### src/sv/hoc_pkg.sv
// hoc_pkg: shared constants, table entry types and control structs for the occurrence counter
`timescale 1ns / 1ps
`default_nettype none

package hoc_pkg;

    // table geometry
    localparam int unsigned NUM_BUCKETS     = 1024;
    localparam int unsigned WAYS_PER_BUCKET = 4;
    localparam int unsigned COUNT_WIDTH     = 16;

    // field widths
    localparam int unsigned KEY_W    = 31;
    localparam int unsigned THR_W    = 16;
    localparam int unsigned OCOUNT_W = 16;
    localparam int unsigned STATUS_W = 2;
    localparam int unsigned B_W      = $clog2(NUM_BUCKETS);
    localparam int unsigned WAY_W    = (WAYS_PER_BUCKET > 1) ? $clog2(WAYS_PER_BUCKET) : 1;
    localparam int unsigned CMP_W    = (COUNT_WIDTH > THR_W) ? COUNT_WIDTH : THR_W;

    // stream port widths
    localparam int unsigned S_TDATA_W = 32;
    localparam int unsigned S_TUSER_W = 1;
    localparam int unsigned M_TDATA_W = 16;
    localparam int unsigned M_TUSER_W = 4;

    // first hash step: key mod HASH_MODULUS by reciprocal multiply
    localparam logic [63:0] HASH_MODULUS = 64'd999149;
    localparam int unsigned D_W   = $clog2(HASH_MODULUS + 64'd1);
    localparam logic [63:0] RECIP1 = (64'd1 << KEY_W) / HASH_MODULUS;
    localparam int unsigned M1_W  = $clog2(RECIP1 + 64'd1);
    localparam logic [63:0] Q1_MAX = ((64'd1 << KEY_W) - 64'd1) / HASH_MODULUS;
    localparam int unsigned Q1_W  = $clog2(Q1_MAX + 64'd1);
    localparam int unsigned P1_W  = KEY_W + M1_W;
    localparam int unsigned P2_W  = Q1_W + D_W;
    localparam int unsigned R_W   = $clog2(HASH_MODULUS);

    // second hash step: remainder mod NUM_BUCKETS by reciprocal multiply
    localparam logic [63:0] NB64   = 64'(NUM_BUCKETS);
    localparam logic [63:0] RECIP2 = (64'd1 << R_W) / NB64;
    localparam int unsigned M2_W  = $clog2(RECIP2 + 64'd1);
    localparam logic [63:0] Q2_MAX = (HASH_MODULUS - 64'd1) / NB64;
    localparam int unsigned Q2_W  = (Q2_MAX > 0) ? $clog2(Q2_MAX + 64'd1) : 1;
    localparam int unsigned NB_W  = $clog2(NB64 + 64'd1);
    localparam int unsigned P3_W  = R_W + M2_W;
    localparam int unsigned P4_W  = Q2_W + NB_W;

    // register stages from captured key to bucket index
    localparam int unsigned HASH_CYCLES = 6;
    localparam int unsigned HCNT_W      = $clog2(HASH_CYCLES);

    // request and status codes
    localparam logic REQ_COUNT = 1'b0;
    localparam logic REQ_QUERY = 1'b1;
    localparam logic [STATUS_W-1:0] STATUS_OK   = 2'd0;
    localparam logic [STATUS_W-1:0] STATUS_FULL = 2'd1;
    localparam logic [STATUS_W-1:0] STATUS_SAT  = 2'd2;

    localparam logic [THR_W-1:0]       THRESHOLD_RESET = 16'd1;
    localparam logic [COUNT_WIDTH-1:0] COUNT_MAX       = {COUNT_WIDTH{1'b1}};

    // one way of a bucket, and one bucket row of the table memory
    typedef struct packed {
        logic                   valid;
        logic [KEY_W-1:0]       key;
        logic [COUNT_WIDTH-1:0] count;
    } entry_t;

    typedef entry_t [WAYS_PER_BUCKET-1:0] row_t;

    localparam int unsigned ROW_W = $bits(row_t);

    // controller to datapath
    typedef struct packed {
        logic load;
        logic clr_wr;
        logic rd_en;
        logic commit;
    } dp_cmd_t;

    // datapath to controller
    typedef struct packed {
        logic clr_last;
    } dp_sts_t;

endpackage

`default_nettype wire

### src/sv/hoc_ctrl.sv
// hoc_ctrl: sequencer for the clearing pass, hashing wait, bucket read and update
`timescale 1ns / 1ps
`default_nettype none

module hoc_ctrl (
    input  wire logic             clk,
    input  wire logic             rst_n,
    input  wire logic             in_valid,
    output logic                  in_ready,
    output logic                  out_valid,
    input  wire logic             out_ready,
    output hoc_pkg::dp_cmd_t      cmd,
    input  wire hoc_pkg::dp_sts_t sts
);

    import hoc_pkg::*;

    typedef enum logic [2:0] {
        S_CLEAR,
        S_IDLE,
        S_HASH,
        S_READ,
        S_EVAL
    } state_t;

    state_t            state_reg;
    state_t            state_next;
    logic [HCNT_W-1:0] cnt_reg;
    logic [HCNT_W-1:0] cnt_next;
    logic              out_valid_reg;
    logic              out_valid_next;

    // commands decoded from state
    assign in_ready   = (state_reg == S_IDLE);
    assign cmd.load   = (state_reg == S_IDLE) && in_valid;
    assign cmd.clr_wr = (state_reg == S_CLEAR);
    assign cmd.rd_en  = (state_reg == S_READ);
    assign cmd.commit = (state_reg == S_EVAL) && (!out_valid_reg || out_ready);
    assign out_valid  = out_valid_reg;

    // next state
    always_comb
    begin
        state_next = state_reg;
        cnt_next   = cnt_reg;
        unique case (state_reg)
            S_CLEAR:
            begin
                if (sts.clr_last)
                begin
                    state_next = S_IDLE;
                end
            end
            S_IDLE:
            begin
                if (in_valid)
                begin
                    state_next = S_HASH;
                    cnt_next   = '0;
                end
            end
            S_HASH:
            begin
                if (cnt_reg == HCNT_W'(HASH_CYCLES - 1))
                begin
                    state_next = S_READ;
                end
                else
                begin
                    cnt_next = cnt_reg + HCNT_W'(1);
                end
            end
            S_READ:
            begin
                state_next = S_EVAL;
            end
            S_EVAL:
            begin
                if (cmd.commit)
                begin
                    state_next = S_IDLE;
                end
            end
            default:
            begin
                state_next = S_CLEAR;
            end
        endcase
        out_valid_next = cmd.commit ? 1'b1 : (out_ready ? 1'b0 : out_valid_reg);
    end

    // state and registered outputs
    always_ff @(posedge clk or negedge rst_n)
    begin
        if (!rst_n)
        begin
            state_reg     <= S_CLEAR;
            cnt_reg       <= '0;
            out_valid_reg <= 1'b0;
        end
        else
        begin
            state_reg     <= state_next;
            cnt_reg       <= cnt_next;
            out_valid_reg <= out_valid_next;
        end
    end

endmodule

`default_nettype wire

### config.mk
export PLATFORM = sky130hd
export DESIGN_NAME = hoc_ctrl
export DESIGN_NICKNAME = d
export VERILOG_FILES = /design/src/sv/hoc_pkg.sv /design/src/sv/hoc_ctrl.sv
export SDC_FILE = /design/constraint.sdc
export NUM_CORES = 1
export LEC_CHECK = 0
export BUFFER_PORTS_ARGS = -buffer_cell sky130_fd_sc_hd__buf_2
export CORE_AREA = 3 3 40 42
export CTS_BUF_LIST = sky130_fd_sc_hd__clkbuf_4 sky130_fd_sc_hd__clkbuf_8
export DETAILED_ROUTE_END_ITERATION = 10
export DIE_AREA = 0 0 43 45
export GPL_ROUTABILITY_DRIVEN = 0
export GPL_TIMING_DRIVEN = 0
export PLACE_DENSITY = 0.57
export SYNTH_ARGS = -nofsm -noshare
export SYNTH_HDL_FRONTEND = slang
export SYNTH_SLANG_ARGS = --single-unit
### constraint.sdc
create_clock -name clk -period 1.6 [get_ports clk]
set_input_delay 0.24 -clock clk [delete_from_list [all_inputs] [get_ports clk]]
set_output_delay 0.24 -clock clk [all_outputs]
set_load 0.02 [all_outputs]
==> flow_metrics.tcl, run 1 <==
set metrics [dict create \
    cp_max_fo 9 \
    syn_nets 51 \
    arrival_ns 1.29 \
    cts_setup_buffers 0 \
    synthFlopType "dfrtp_1" \
    max_cap_viol_count 0 \
    use_met2_pct 14.07 \
    insertion_delay_ns 0.24 \
    synth_edf_count 0 \
    synth_seq_cells 7 \
    status "complete, no violations" \
    cp_common_cell "buf_4" \
    grt_pass1_vias 309 \
    placed_cells_incl_taps 69 \
    yosysUniqueCellTypes 25 \
    drc_errors 0 \
    drive_gt1_share_pct 38.98 \
    clock-sinks 7 \
    cts_tree "yes" \
    fmax_mhz 653.5 \
    tns_ns 0 \
    crit_family "buffers and inverters" \
    synth.most_common_cell "dfrtp_1" \
    seq_area_frac_synth_pct 40.94 \
    hold_path.class "in -> reg" \
    grt.busiest_layer "met2" \
    dieArea_um2 1935 \
    peakVddDrop_v 0.0006782 \
    wirelength_um 828 \
    cts_max_path_buffers 2 \
    grt_pass1_wl_um 1269 \
    first_pass_iters 2 \
    met3_usage_pct 1.195 \
    numPortBuffers 10 \
    cp_num_buf_inv 3 \
    fin_nets 67 \
    hold_viol 0 \
    max-slew-margin-rel_pct 75.31 \
    grt_start_max_net_pins 11 \
    cts_buffers 3 \
    power_leakage_nw 0.2694 \
    n_antenna_cell 0 \
    synth_area_leaders "dfrtp_1, ha_1, a21oi_1, nor3_1, buf_4" \
    skew_ns 0.001096 \
    worstPathRequired_ns 1.36 \
    h-tree-depth 1 \
    post-route-period-util_pct 95.64 \
    async_flop_share_pct 100.0 \
    clk_pin_slew_worst_paths_ns 0.05 \
    setup.worst_path.end_class "primary output" \
    max_stage_delay_ns 0.35 \
    maxSlewViolCount 0 \
    total_power_mw 1.043 \
    seqCellArea_um2 176.4 \
    p_per_area_nw_per_um2 1930 \
    synth_area_um2 427.9 \
    die_y_um 45 \
    num_vias 356 \
    cp_slowest_cell "dfrtp_1" \
    crit_path_start_kind "flop" \
    synthTopCellsByCount "dfrtp_1, a21oi_1, nand2_1, nor2_1, nor3_1" \
    routed_via_density 4.811 \
    start_util_pct 33.30 \
    rsz0062_at_grt "false" \
    grt-ovfl-total 0 \
    crit_chain "buf_4 > nor2_2 > and3_4 > buf_4 > buf_2" \
    core_um2 1285 \
    fill_cells 134 \
    setup_violations 0 \
    area_growth_pct 26.32 \
    synthCells 44 \
    ant_nets 0 \
    routedWlPerCell_um 11.19 \
    grtUsageTotal_pct 9.251 \
    post-dp-hpwl_um 649.3 \
    synth.top_cell.area_share_pct 40.94 \
    fin_cells 74 \
    synth_top_area_cell "dfrtp_1" \
    grt_util_met1_pct 11.17 \
    grt_antenna_before_repair 0 \
    num_rows 13 \
    die_width_um 43 \
    postSynthAreaPerCell_um2 9.725 \
    multi_input_area_um2 227.7 \
    min_period_ns 1.530 \
    critical_path_class "reg -> out" \
    drtIter0Drc 2 \
    tightest_slew_ns 0.3611 \
    yosys_warnings 0 \
    cts-root-buf "clkbuf_4" \
    num_io_pins 11 \
]
kinds of logic (layout without fill, tap and decap cells):
family / count (synthesis) / after routing / synth area share [%]
AO/OA/AOI/OAI: 11 / 11 / 17.84
adder cells (fa/ha/maj): 2 / 2 / 5.847
buffers and inverters: 5 / 20 / 6.431
flip-flops: 7 / 7 / 40.94
multiplexers: 1 / 1 / 2.339
AND/OR/NAND/NOR: 18 / 18 / 26.61
cell usage in the layout, fill, tap and decap left out:
master and instances:
buf_4 2, nand3b_1 1, dfrtp_2 1, nor2_1 2, nor3_1 3, inv_1 2, o31ai_1 1, o21bai_1 2
and3_4 1, nor2_2 2, nand2b_4 1, and2_1 2, mux2i_1 1, dlygate4sd3_1 1, o21ai_0 1, and4b_1 1
and2b_2 1, dfrtp_1 6, o41ai_1 1, nand2_1 3, nand2b_1 1, a21oi_1 3, a2111oi_0 1, o22ai_1 1
clkbuf_4 4, buf_2 11, a311o_1 1, ha_1 2
cell type report:
cell class | instances | area share (%)
plain buffers | 3 | 3.704
clock buffers | 4 | 5.556
inverters | 2 | 1.389
multi-input cells | 32 | 42.13
flip-flops and latches | 7 | 32.64
well taps | 15 | 3.472
repair buffers | 11 | 11.11
final timing paths:
check | startpoint | end | slack (ns) | cells past startpoint
max | state_reg[0] | cmd[0] | 0.07 | 5
min | out_ready | out_valid | 0.31 | 3
max reg2reg | cnt_reg[0] | cnt_reg[1] | 0.24 | 4
min reg2reg | out_valid | out_valid | 0.54 | 2
max in group asynchronous | rst_n | state_reg[1] | 1.09 | 2
min in group asynchronous | rst_n | state_reg[2] | 0.35 | 2
repair_timing:
item                                   CTS  global route
resized for setup                        1             1
setup endpoints to repair                1             1
hold buffers                             1             0
endpoints found under the hold margin    7             0
per-stage QoR:
| stage | hold slack [ns] | util [%] | setup slack [ns] | instance area (um^2) |
|---|---|---|---|---|
| floorplan | -0.05559 | - | 0.3101 | 427.9 |
| CTS | 0.3043 | 41.87 | 0.02222 | 538.0 |
| finish | 0.3120 | 42.06 | 0.06978 | 540.5 |
| global placement | 0.07187 | 38.66 | 0.2642 | 496.7 |
| global route | 0.3457 | 42.06 | 0.01519 | 540.5 |
| detailed placement | 0.07418 | 38.66 | 0.2354 | 496.7 |
worst min-delay path, cell delays in order:
cell	delay (ns)
buf_2	0.07
nand2b_1	0.14
nand2_1	0.07
where the power goes:
part	switching, mW	leakage (nW)	total [mW]	internal, mW
clock	0.0578	0.0184	0.169	0.112
combinational	0.308	0.161	0.544	0.236
sequential	0.0744	0.0898	0.329	0.255
total	0.440	0.269	1.04	0.603
routing by layer:
metal / up-vias / part of all wire, %
met4: 0 / 0.72
li1: 185 / -
met1: 163 / 48
met3: 2 / 5.2
met5: - / 0
met2: 6 / 46
Power figures use the tool's default switching activity.
==> inputs of run 2 (changes only) <==
- PLACE_DENSITY: 0.57 -> default
- PLACE_DENSITY_LB_ADDON: default -> 0.15
==> flow_metrics.tcl, run 2 (same netlist as run 1, synthesis figures left out) <==
set metrics [dict create \
    min_period_ns 1.523 \
    reg2regPathDepth 4 \
    die_width_um 43 \
    num_io_pins 11 \
    dieArea_um2 1935 \
    cp_max_fo 9 \
    routed_via_density 4.803 \
    skew_ns 0.0001201 \
    grt_pass1_wl_um 1393 \
    ant_nets 0 \
    postLayoutCoreUtil_pct 43.23 \
    arrival_ns 1.28 \
    post-route-period-util_pct 95.17 \
    post-dp-hpwl_um 651.6 \
    fmax_mhz 656.7 \
    critical_path_class "reg -> out" \
    die_y_um 45 \
    p_per_area_nw_per_um2 1912 \
    startpoint "state_reg[0]" \
    drive_gt1_share_pct 40.98 \
    total_power_mw 1.062 \
    h-tree-depth 1 \
    grt.busiest_layer "met1" \
    crit_end "cmd[0]" \
    setup_violations 0 \
    reg2reg_to "cnt_reg[1]" \
    core_um2 1285 \
    num_vias 365 \
    rsz0062_at_grt "false" \
    hold_viol 0 \
    insertion_delay_ns 0.24 \
    start_util_pct 33.30 \
    power_leakage_nw 0.2781 \
    wirelength_um 833 \
    grt-ovfl-total 0 \
    max_cap_viol_count 0 \
    final_common_cell "buf_2" \
    grtUsageTotal_pct 9.848 \
    crit_path_start_kind "flop" \
    grt_antenna_before_repair 0 \
    use_met2_pct 13.47 \
    n_antenna_cell 0 \
    maxSlewViolCount 0 \
    cts_max_path_buffers 2 \
    grt_start_max_net_pins 11 \
    grt_pass1_vias 312 \
    most-common-layout-cells "buf_2, dfrtp_1, buf_4, clkbuf_4" \
    regToRegStartpoint "cnt_reg[0]" \
    max-slew-margin-rel_pct 75.96 \
    grt_util_met1_pct 13.93 \
    clk_pin_slew_worst_paths_ns 0.05 \
    setup.worst_path.end_class "primary output" \
    cts_tree "yes" \
    tightest_slew_ns 0.3515 \
    met3_usage_pct 1.594 \
    cts_buffers 3 \
    routedWlPerCell_um 10.96 \
    fin_nets 69 \
    whs_ns 0.3086 \
    worstPathRequired_ns 1.36 \
    hold_path.class "in -> reg" \
    tns_ns 0 \
    clock-sinks 7 \
    first_pass_iters 2 \
    area_growth_pct 29.82 \
    num_rows 13 \
    status "complete, no violations" \
    hp-start "out_ready" \
    numPortBuffers 10 \
    drtIter0Drc 8 \
    peakVddDrop_v 0.0008143 \
    cts-root-buf "clkbuf_4" \
    drc_errors 0 \
    regToRegSetupSlack_ns 0.25 \
]
## run 2: timing repair
action,4_1_cts,5_1_grt
hold buffers,1,0
buffers inserted,0,2
endpoints found under the setup margin,0,3
hold endpoints to repair,7,0
resized for setup,0,2
## run 2: power by group
group | switching [mW] | total, mW | internal (mW)
registers | 0.0723 | 0.327 | 0.255
clock network | 0.0583 | 0.170 | 0.112
logic | 0.313 | 0.565 | 0.252
total | 0.444 | 1.06 | 0.618
## run 2: per-layer routing
metal,part of all wire [%],wire length [um],vias to the layer above
met3,5.2,43,2
met4,1.7,14,0
met1,51,426,163
met5,0,0,-
met2,42,348,9
li1,-,-,191
## run 2: area by class of cell
type                            instances  area, um^2
Buffer                                  3       20.02
Clock buffer                            4       30.03
Fill cell                             141       729.5
Inverter                                2       7.507
Multi-Input combinational cell         32       227.7
Sequential cell                         7       176.4
Tap cell                               15       18.77
Timing Repair Buffer                   13       75.07
## run 2: worst min path at each step
stage                            end  cells after the start  slack [ns]
after global routing       out_valid                      3        0.34
after floorplan           cnt_reg[0]                      0       -0.06
after CTS                  out_valid                      3        0.31
final                      out_valid                      3        0.31
after global placement    cnt_reg[2]                      1        0.08
after detailed placement  cnt_reg[2]                      1        0.08
## run 2: stage by stage
| step | worst slack, ns | cells | cell area, um^2 |
|---|---|---|---|
| finish | 0.07733 | 76 | 555.5 |
| global route | 0.004969 | 76 | 555.5 |
| CTS | 0.009657 | 74 | 536.8 |
| detailed placement | 0.2459 | 69 | 496.7 |
| global placement | 0.2489 | 69 | 496.7 |
| floorplan | 0.3101 | 44 | 427.9 |
## run 2: worst max-delay path: stages (launching register included)
cell and delay, ns:
dfrtp_1 0.36, buf_4 0.16, nor2_2 0.10, and3_4 0.19, buf_4 0.09, buf_2 0.14
